<file path="src/rtl/core/box_blur_3x3_rgb_assert.svh">
// Assertion helpers; expect clk and arst_n in scope.
`ifndef BOX_BLUR_3X3_RGB_ASSERT_SVH
`define BOX_BLUR_3X3_RGB_ASSERT_SVH

// same-cycle implication
`define BBLUR_ASSERT_IMP(name, ante, cons, msg) \
	name: assert property (@(posedge clk) disable iff (!arst_n) (ante) |-> (cons)) \
		else $error(msg);

// next-cycle implication
`define BBLUR_ASSERT_NXT(name, ante, cons, msg) \
	name: assert property (@(posedge clk) disable iff (!arst_n) (ante) |=> (cons)) \
		else $error(msg);

`endif

</file>
<file path="src/rtl/core/bblur_pkg.sv">
package bblur_pkg;

	localparam int CFG_DW  = 11;
	localparam int CFG_IW  = 1;
	localparam int DIV_K   = 20;
	localparam int RECIP_W = 20;

	localparam logic OP_PIXEL = 1'b0;
	localparam logic OP_FLUSH = 1'b1;

	localparam logic [CFG_IW-1:0] CFG_IMAGE_WIDTH  = 1'b0;
	localparam logic [CFG_IW-1:0] CFG_IMAGE_HEIGHT = 1'b1;

	typedef struct packed {
		logic [7:0] red;
		logic [7:0] green;
		logic [7:0] blue;
	} pix_t;

	typedef struct packed {
		logic       opcode;
		logic [7:0] red_in;
		logic [7:0] green_in;
		logic [7:0] blue_in;
	} in_t;

	typedef struct packed {
		logic [7:0] red_out;
		logic [7:0] green_out;
		logic [7:0] blue_out;
		logic       frame_end;
	} out_t;

	// one window column, top row first
	typedef struct packed {
		pix_t top;
		pix_t mid;
		pix_t bot;
	} wcol_t;

	typedef struct packed {
		logic       col_ok;
		logic [2:0] row_ok;
	} cell_ctl_t;

	typedef struct packed {
		logic [9:0] red;
		logic [9:0] green;
		logic [9:0] blue;
		logic [1:0] cnt;
	} csum_t;

	// ceil(2^DIV_K / (2n)); exact for dividends below 2^DIV_K / 18
	function automatic logic [RECIP_W-1:0] recip(input logic [3:0] n);
		logic [RECIP_W-1:0] m;
		case (n)
			4'd1: m = 20'd524288;
			4'd2: m = 20'd262144;
			4'd3: m = 20'd174763;
			4'd4: m = 20'd131072;
			4'd5: m = 20'd104858;
			4'd6: m = 20'd87382;
			4'd7: m = 20'd74899;
			4'd8: m = 20'd65536;
			4'd9: m = 20'd58255;
			default: m = 20'd524288;
		endcase
		return m;
	endfunction

endpackage

</file>
<file path="src/rtl/core/bblur_cell.sv">
module bblur_cell (
	input  logic                  clk,
	input  logic                  en,
	input  bblur_pkg::wcol_t      d,
	input  bblur_pkg::cell_ctl_t  ctl,
	output bblur_pkg::wcol_t      q,
	output bblur_pkg::csum_t      psum
);
	import bblur_pkg::*;

	wcol_t col_q;
	pix_t  px [3];

	always_ff @(posedge clk) begin
		if (en) begin
			col_q <= d;
		end
	end

	assign q     = col_q;
	assign px[0] = col_q.top;
	assign px[1] = col_q.mid;
	assign px[2] = col_q.bot;

	// masked column sum
	always_comb begin
		psum = '0;
		for (int r = 0; r < 3; r++) begin
			if (ctl.col_ok && ctl.row_ok[r]) begin
				psum.red   = psum.red + 10'(px[r].red);
				psum.green = psum.green + 10'(px[r].green);
				psum.blue  = psum.blue + 10'(px[r].blue);
				psum.cnt   = psum.cnt + 2'd1;
			end
		end
	end

endmodule

</file>
<file path="config.mk">
export PLATFORM = sky130hd
export DESIGN_NAME = bblur_cell
export DESIGN_NICKNAME = d
export VERILOG_FILES = /design/src/rtl/core/box_blur_3x3_rgb_assert.svh /design/src/rtl/core/bblur_pkg.sv /design/src/rtl/core/bblur_cell.sv
export SDC_FILE = /design/constraint.sdc
export NUM_CORES = 1
export LEC_CHECK = 0
export BUFFER_PORTS_ARGS = -buffer_cell sky130_fd_sc_hd__buf_2
export CORE_AREA = 2 2 171 106
export CTS_BUF_LIST = sky130_fd_sc_hd__clkbuf_8
export DETAILED_ROUTE_END_ITERATION = 10
export DIE_AREA = 0 0 173 108
export PLACE_DENSITY = 0.53
export SYNTH_ARGS = -nofsm -noshare
export SYNTH_HDL_FRONTEND = slang
export SYNTH_SLANG_ARGS = --single-unit
</file>
<file path="constraint.sdc">
create_clock -name clk -period 10.6 [get_ports clk]
set_input_delay 2.12 -clock clk [delete_from_list [all_inputs] [get_ports clk]]
set_output_delay 2.12 -clock clk [all_outputs]
set_load 0.01 [all_outputs]
</file>
Yosys cells after proc, flatten, opt, wreduce, memory -nomap -nowiden
Cells that the tools add are included.
{"block": "classes", "mux": 3, "add_sub_neg": 8, "reduce_logical": 3}
{"operator": "$mux 32", "n": 2}
{"operator": "$add 10x8->10", "n": 6}
{"operator": "$mux 30", "n": 1}
{"operator": "$add 2x1->2 const B", "n": 2}
{"operator": "$logic_and 1x1->1", "n": 3}
{"block": "totals", "register_bits": 72, "input_bits": 78}

Logic depth before layout (Yosys ltp)
Gate-level depths: netlist of run 1.
{"block": "depth", "ltp_word": 6, "mapped_depth": 20}

Worst setup path after synthesis of run 1
OpenSTA, ideal clock, no wires.
{"block": "synth_timing", "kind": "input -> output", "start": "input ctl[0] (netlist bit)", "end": "output psum[19] (netlist bit)", "slack_ns": 2.839, "stages": 18, "t_arrival_ns": 5.641, "cell_sequence": "and2_1 buf_2 clkbuf_1 nand2_1 inv_1 ha_1 a21o_1 a21o_1 maj3_1 a221o_1 nand3_1 o21ai_0 ha_1 or2_2 a21o_1 o41a_1 xnor2_1 o211ai_1"}
{"item": "from (decl)", "line_no": "bblur_cell.sv:5", "source": "input bblur_pkg::cell_ctl_t ctl,"}
{"item": "to (decl)", "line_no": "bblur_cell.sv:7", "source": "output bblur_pkg::csum_t psum"}

==> results of run 1 <==
## synthesized netlist by cell type (all sizes together), types with 4 or more instances
cell,n,area share [%]
a211o,4,0.67
a21o,14,2.0
a21oi,27,2.6
a221o,4,0.77
a22oi,4,0.58
and2,13,1.6
and3,14,1.7
buf,6,0.77
clkbuf,13,0.94
edfxtp,72,41
fa,6,2.3
ha,47,11
inv,29,2.1
mux2,7,1.5
nand2,44,3.2
nand2b,5,0.60
nand3,5,0.48
nor2,56,4.0
nor2b,5,0.60
nor3,8,0.77
o211ai,6,0.86
o21a,5,0.72
o21ai,24,2.3
o21bai,5,0.72
o22ai,12,1.4
o31ai,4,0.58
or2,6,0.72
xnor2,19,3.2
xor2,14,2.4
## layout make-up
class	count	share of cell area [%]
clock buffers	9	1.91
clock inverters	6	0.559
inverters	29	1.68
multi-input cells	402	43.9
flip-flops and latches	72	33.3
well taps	234	4.51
repair buffers	182	14.1
## per-layer routing
layer	vias up	track usage [%]	wire length [um]
li1	2275	-	-
met1	2150	26.2	8540
met2	171	23.6	6280
met3	14	5.17	1060
met4	0	4.00	162
met5	-	0	0
## logic make-up after synthesis
kind of cell	share of synthesized area, %
and+or+nand+nor	14.8
muxes	1.90
buffers and inverters	3.79
DFF	41.5
adders and majority gates	14.0
xor gates and xnor gates	5.54
AOI/OAI and AO/OA	18.5
## power by group through the flow
stage	clock network [mW]	registers, mW	logic [mW]
2_1_floorplan	0	0.371	0.153
3_3_place_gp	0	0.368	0.247
3_5_place_dp	0	0.369	0.253
4_1_cts	0.197	0.362	0.254
5_1_grt	0.206	0.365	0.283
6_report	0.188	0.362	0.253
## cells in the final DEF, fill, tap and decap left out, types with 5 or more instances in the layout
master and count:
nor2_1 56, a21oi_1 27, nor3_1 8, edfxtp_1 72
and3_1 13, or2_2 6, o21a_1 5, inv_1 28
nor2b_1 5, nand2b_1 5, xor2_1 14, o211ai_1 6
nand3_1 5, nand2_1 44, xnor2_1 19, o22ai_1 12
o21ai_0 23, clkbuf_8 9, buf_2 180, o21bai_1 5
fa_1 6, a21o_1 14, mux2_2 7, ha_1 47
and2_1 13
## path summary, 6_finish.rpt
path,from,to,slack (ns)
max,ctl[3],psum[19],1.62
min,d[55],q[55]$_DFFE_PP_,1.92
==> results.toml, run 1 <==
[outcome]
status = "finished, final reports clean"

[setup_path]
arrival_ns = 6.86
startpoint_type = "primary input"
cp_num_buf_inv = 3
cpMaxStageDelayCell = "and2_1"
cpPeakStageDelay_ns = 0.70
end_kind = "primary output"
worstPathCellList = "buf_2, and2_1, nand2_1, inv_1, ha_1, a21o_1, a21o_1, maj3_1, a22oi_1, nand3_1, o21ai_0, ha_1, or2_2, a21o_1, o41a_1, xnor2_1, o211ai_1, buf_2"
path_max_fanout = 31
cpMostUsedCell = "a21o_1"
cpLargestDelayFamily = "compound AO/OA/AOI/OAI gates"
criticalPathCategory = "in -> out"
worstPathRequired_ns = 8.48
crit_cells = 18

[yosys]
async_reset_ff_share_pct = 0
synth_nets = 653
synth.avg_cell_area_um2 = 9.99
ys_seq_area_share_pct = 41.5
ys_types = 63
synth_warnings = 0
syn_inst = 522
synth-edff-count = 72
syn_area_um2 = 5210
ys.flop_type = "edfxtp_1"
synth-seq-cells = 72

[placed_design]
gp_congestion = 0.826
dp_hpwl_mm = 12.4
place_ws_ns = 1.69
dpl_cell_area_um2 = 6330
io_buffers = 181
numPlacedInstances = 919

[min_path]
min_path_type = "in -> reg"
hold_depth = 1

[final_layout]
multi_input_area_um2 = 2850
n_fill_cell = 1759
final_util_pct = 38.3
n_antenna_cell = 0
largest_reg_flops = 72
drive_gt1_share_pct = 30.4
final_area_um2 = 6490
final_cells = 934
area_delta_synth_final_pct = 24.6
regArea_um2 = 2160
final_nets = 827

[clock_tree]
cts.sinks = 72
cts_htree_levels = 3
cts.path.max_buffers = 2
cts_tree = "done"
clk_pin_slew_ns = 0.08
cts_buffers = 9
post_cts_buffers = 0
cts_root_buf = "clkbuf_8"
cts_resized = 0
ctsHoldBuffers = 0

[sta]
max_freq_ghz = 0.111
maxSlewHeadroom_pct = 32.4
setup-violations-final = 0
setup_tns_ns = 0
slew_violations = 0
finalCritPeriodShare_pct = 84.7
worst_pin_slew_ns = 1.01
setup_ws_ns = 1.62
hold_violations = 0
rsz0062_at_grt = "no"
hold_ws_ns = 1.92
period_minus_slack_ns = 8.98

[power]
pwr-share-clk_pct = 23.5
p_comb_share_pct = 31.5
p_int_mw = 0.532
total_power_mw = 0.804
seqPwrFrac_pct = 45.0
p_sw_share_pct = 33.8
power.leakage_nw = 3.02
switchingPower_mw = 0.272
powerDensity_nw_per_um2 = 124
vdd_drop_max_uv = 100

[drt]
viasPerCell = 4.94
dr_total_vias = 4610
wl_mm = 16.1
dr.pass1.iters = 4
drt_iter0_drc = 376
drc = 0
detail_route.wl_per_cell_um = 17.2
final_antenna_net_count = 0

[global_route]
overflow = 0
grt_max_degree = 73
antenna_found_initial = 0
grt_first_pass_wirelength_mm = 24.6
grtUsageTotal_pct = 17.3
grt_pass1_vias = 4412

[run]
maxCapViolCount = 0

[die]
start_util_pct = 30.8
fp.coreArea_um2 = 16900
rows = 37
die_area_um2 = 18700
die_h_um = 108
io_pins = 182
die_w_um = 173
Note: power is estimated with default switching activity, not from simulation.
==> run 2, diff against run 1 <==
- ABC_AREA: unset -> 1
- CORE_AREA: 2 2 171 106 -> 2 2 170 105
- DIE_AREA: 0 0 173 108 -> 0 0 172 107
- PLACE_DENSITY: 0.53 -> 0.55
- clock period: 10.6 -> 8.1 ns (I/O delays scaled with it)
==> run 2 against run 1 <==
Utilization increased by 0.34 points. Sequential power rose by 30%. Setup slack worse by 0.18 ns. Final cell count is 9.1% higher. Design area up 0.35%. Total power is 38% higher. Global-route usage shrank 0.34 points. Synthesized area down 1.6%. First-iteration DRC count fell by 25%. Clock power rose by 70%. Critical endpoint unchanged.
==> results.toml, run 2 <==
[drt]
drc = 0
viasPerCell = 4.53
wl_mm = 15.4
final_antenna_net_count = 0
dr.pass1.iters = 4
detail_route.wl_per_cell_um = 15.2
dr_total_vias = 4611
drt_iter0_drc = 281

[clock_tree]
cts_htree_levels = 3
cts_resized = 0
clk_pin_slew_ns = 0.08
cts_buffers = 9
cts_tree = "done"
post_cts_buffers = 0
cts.sinks = 72
cts_root_buf = "clkbuf_8"
cts.path.max_buffers = 2
ctsHoldBuffers = 0

[yosys]
synth-seq-cells = 72
synth_warnings = 0
ys_top_cells_by_count = "174 x nand2_1, 72 x edfxtp_1, 64 x inv_1"
ys_seq_area_share_pct = 42.2
synth-edff-count = 72
netlist_top_cells_area = "edfxtp_1 42%, nand2_1 13%, ha_1 11%"
syn_area_um2 = 5130
syn_inst = 597
synth.top_cell.area_share_pct = 42.2
synth.avg_cell_area_um2 = 8.59
async_reset_ff_share_pct = 0
ys.flop_type = "edfxtp_1"
yosysMostFrequentCell = "nand2_1"
synth_top_cell_by_area = "edfxtp_1"
synth_nets = 728
ys_types = 40

[die]
fp.coreArea_um2 = 16900
die_area_um2 = 18400
start_util_pct = 30.4
rows = 37
io_pins = 182
die_h_um = 107
die_w_um = 172

[final_layout]
final_nets = 910
largest_reg_flops = 72
multi_input_area_um2 = 2650
final_common_cell = "buf_2"
final_cell_mix = "180 x buf_2, 174 x nand2_1, 72 x edfxtp_1"
drive_gt1_share_pct = 28.8
n_fill_cell = 1728
regArea_um2 = 2160
area_delta_synth_final_pct = 27.0
final_util_pct = 38.7

[sta]
setup-violations-final = 0
max_freq_ghz = 0.150
rsz0062_at_grt = "no"
worst_pin_slew_ns = 0.929
finalCritPeriodShare_pct = 82.2
setup_tns_ns = 0
period_minus_slack_ns = 6.66
hold_violations = 0
maxSlewHeadroom_pct = 38.1
slew_violations = 0

[placed_design]
dp_hpwl_mm = 12.4
gp_congestion = 0.831
io_buffers = 181

[global_route]
grt_max_degree = 73
grt_pass1_vias = 4189
grt_first_pass_wirelength_mm = 23.3
grtUsageTotal_pct = 16.9
antenna_found_initial = 1
overflow = 0

[setup_path]
worstPathRequired_ns = 6.48
end_kind = "primary output"
startpoint_type = "primary input"
arrival_ns = 5.04
path_max_fanout = 25
criticalPathCategory = "in -> out"
startpoint = "ctl[3]"

[power]
power.leakage_nw = 3.27
powerDensity_nw_per_um2 = 170
vdd_drop_max_uv = 130

[min_path]
min_from = "d[44]"
min_path_type = "in -> reg"

[outcome]
status = "finished, final reports clean"

[run]
maxCapViolCount = 0
run 2: cell types whose count changed after synthesis, moves of 9 or more:
cell      delta
nand3_1     +31
xnor2_1      -9
a21oi_1     +12
clkbuf_1     -9
o21ai_0     +10
and3_1      -13
nand2_1    +130
xor2_1      -10
a21o_1      -13
nand4_1     +10
and2_1      -12
nor2_1      -23
inv_1       +36
run 2: kinds of logic after synthesis:
kind of cell | Yosys count | synth area share, %
AND/OR/NAND/NOR | 281 | 25.0
AO/OA/AOI/OAI | 96 | 10.5
buffers and inverters | 81 | 6.17
flip-flops | 72 | 42.2
adder cells (fa/ha/maj) | 53 | 13.8
XOR/XNOR | 14 | 2.39
run 2: worst paths after layout:
| kind | cells past startpoint | to | slack [ns] |
|---|---|---|---|
| worst max-delay path | 19 | psum[19] | 1.44 |
| worst min-delay path | 1 | q[44]$_DFFE_PP_ | 1.42 |
run 2: layer usage:
layer	vias to the layer above	GRT usage, %	routed length (um)
met1	2037	27.9	8700
met3	12	5.17	1210
met4	0	3.12	133
met5	-	0	0
met2	165	20.7	5400
li1	2397	-	-
run 2: metrics by stage:
step / setup WS (ns) / hold WS, ns / power [mW] / std cells / instance area [um2]
2_1_floorplan: 1.95 / 1.72 / 0.667 / 597 / 5130
4_1_cts: 1.45 / 1.39 / 1.12 / 1018 / 6510
6_report: 1.44 / 1.42 / 1.11 / 1019 / 6520
3_3_place_gp: 1.50 / 1.80 / 0.795 / 1002 / 6290
5_1_grt: 1.08 / 1.39 / 1.18 / 1018 / 6510
3_5_place_dp: 1.47 / 1.80 / 0.795 / 1002 / 6290
run 2: critical path, cell delays in order:
cell     delay (ns)
buf_2          0.25
nand2_4        0.27
nor2_1         0.21
ha_1           0.20
inv_1          0.06
fa_1           0.38
or2_2          0.33
nand3_2        0.11
a21oi_1        0.07
o22ai_1        0.20
ha_1           0.32
nand2_1        0.08
inv_1          0.04
a21oi_1        0.23
o21ai_0        0.19
a21oi_1        0.15
o21ai_0        0.10
nand2_1        0.08
buf_2          0.13
run 2: power by group:
group	switching [mW]	leakage [nW]	internal, mW	total (mW)
Clock	0.146	0.107	0.174	0.320
Combinational	0.196	2.45	0.122	0.318
Sequential	0.0244	0.705	0.444	0.469
Total	0.366	3.27	0.741	1.11
run 2: layout make-up:
cell class	count	share of cell area [%]
timing repair buffer	183	14.2
multi-input combinational	444	40.7
inverter	69	4.05
antenna	1	0.0384
clock inverter	7	1.48
sequential	72	33.2
clock buffer	9	1.90
tap	234	4.49
==> run 3, diff against run 2 <==
- clock period: 8.1 -> 5.5 ns (I/O delays scaled with it)
==> run 3 against run 2 <==
Non-clock buffer count rose by 13. Critical path type unchanged. Sequential cell count stayed put. Clock power up 50%. Total power increased by 50%. Highest routed layer unchanged.
==> results.toml, run 3 (synthesis gave the netlist of run 2 again) <==
[outcome]
status = "finished, final reports clean"

[final_layout]
final_util_pct = 39.5
final_nets = 923
final_cell_mix = "180 x buf_2, 174 x nand2_1, 72 x edfxtp_1"
n_antenna_cell = 0
final_common_cell = "buf_2"
area_delta_synth_final_pct = 29.8
n_fill_cell = 1775
largest_reg_flops = 72
drive_gt1_share_pct = 31.0
final_cells = 1030

[placed_design]
dp_hpwl_mm = 12.6
place_ws_ns = 0.177
io_buffers = 181
gp_congestion = 0.857
numPlacedInstances = 1012

[sta]
setup_ws_ns = 0.226
worst_pin_slew_ns = 0.952
hold_violations = 0
finalCritPeriodShare_pct = 95.9
hold_ws_ns = 0.908
max_freq_ghz = 0.190
slew_violations = 0
maxSlewHeadroom_pct = 36.5
setup-violations-final = 0
period_minus_slack_ns = 5.27

[power]
power.leakage_nw = 3.33
powerDensity_nw_per_um2 = 249
vdd_drop_max_uv = 104

[setup_path]
path_max_fanout = 10
startpoint_type = "primary input"
worstPathCellList = "buf_2, nand2_8, nor2_2, ha_1, inv_1, fa_1, nor2_2, o21ai_0, nand2_1, buf_4, a21oi_1, o21ai_0, o21ai_1, ha_1, a21oi_1, o211ai_1, a21oi_1, o21ai_0, nand2_1, buf_2"
cpMaxStageDelayCell = "ha_1"
worstPathRequired_ns = 4.40
criticalPathCategory = "in -> out"
end_kind = "primary output"
arrival_ns = 4.17
cpPeakStageDelay_ns = 0.43

[run]
maxCapViolCount = 0

[clock_tree]
cts_htree_levels = 3
cts_tree = "done"
cts.sinks = 72
ctsHoldBuffers = 0
cts_buffers = 9
cts_root_buf = "clkbuf_8"
clk_pin_slew_ns = 0.09
cts.path.max_buffers = 2

[drt]
dr.pass1.iters = 5
dr_total_vias = 4665
detail_route.wl_per_cell_um = 15.1
drc = 0
drt_iter0_drc = 248
final_antenna_net_count = 0
viasPerCell = 4.53
wl_mm = 15.6

[min_path]
min_path_type = "in -> reg"

[die]
io_pins = 182
die_w_um = 172
die_area_um2 = 18400
die_h_um = 107
rows = 37
start_util_pct = 30.4
fp.coreArea_um2 = 16900

[global_route]
met2_usage_pct = 21.1
overflow = 0
grt_max_degree = 73
antenna_found_initial = 1
grt_pass1_vias = 4324
grtUsageTotal_pct = 17.2
use_met1_pct = 28.7
met3_usage_pct = 4.80
grt_first_pass_wirelength_mm = 23.7
busiest_layer = "met1"
run 3: layout make-up:
class	instances	area, um2	area share (%)
clock buffer	9	124	1.86
tap	234	293	4.40
sequential	72	2160	32.5
timing repair buffer	196	1030	15.5
clock inverter	6	92.6	1.39
multi-input combinational	444	2690	40.4
inverter	69	264	3.97
run 3: report_power, final:
group	internal, mW	leakage [nW]	total, mW	switching [mW]
combinational	0.192	2.53	0.485	0.293
sequential	0.654	0.705	0.690	0.0353
clock	0.256	0.102	0.481	0.225
run 3: per-stage QoR:
stage	area (um2)	power (mW)	TNS (ns)
6_report	6660	1.66	0
5_1_grt	6660	1.76	-0.0150
4_1_cts	6600	1.67	0
3_5_place_dp	6380	1.18	0
3_3_place_gp	6380	1.18	0
2_1_floorplan	5130	0.982	0
run 3: timing repair:
item / in CTS / in global routing
resized for setup: 0 / 12
endpoints found under the setup margin: 0 / 9
buffers inserted: 0 / 3
run 3: final timing paths:
kind / from / endpoint / slack (ns) / cells after the start
worst max-delay path: ctl[3] / psum[9] / 0.23 / 20
worst min-delay path: d[35] / q[35]$_DFFE_PP_ / 0.91 / 1
run 3: critical path, delay by kind of cell:
kind                     cells  cell delay, ns
AO/OA/AOI/OAI                8            0.95
adder cells (fa/ha/maj)      3            1.01
buffers and inverters        4            0.51
AND/OR/NAND/NOR              5            0.60
run 3: routing by layer:
| layer | up-vias | routed length (um) |
|---|---|---|
| met2 | 155 | 5370 |
| met4 | 0 | 106 |
| met1 | 2079 | 8980 |
| met5 | - | 0 |
| li1 | 2423 | - |
| met3 | 8 | 1110 |
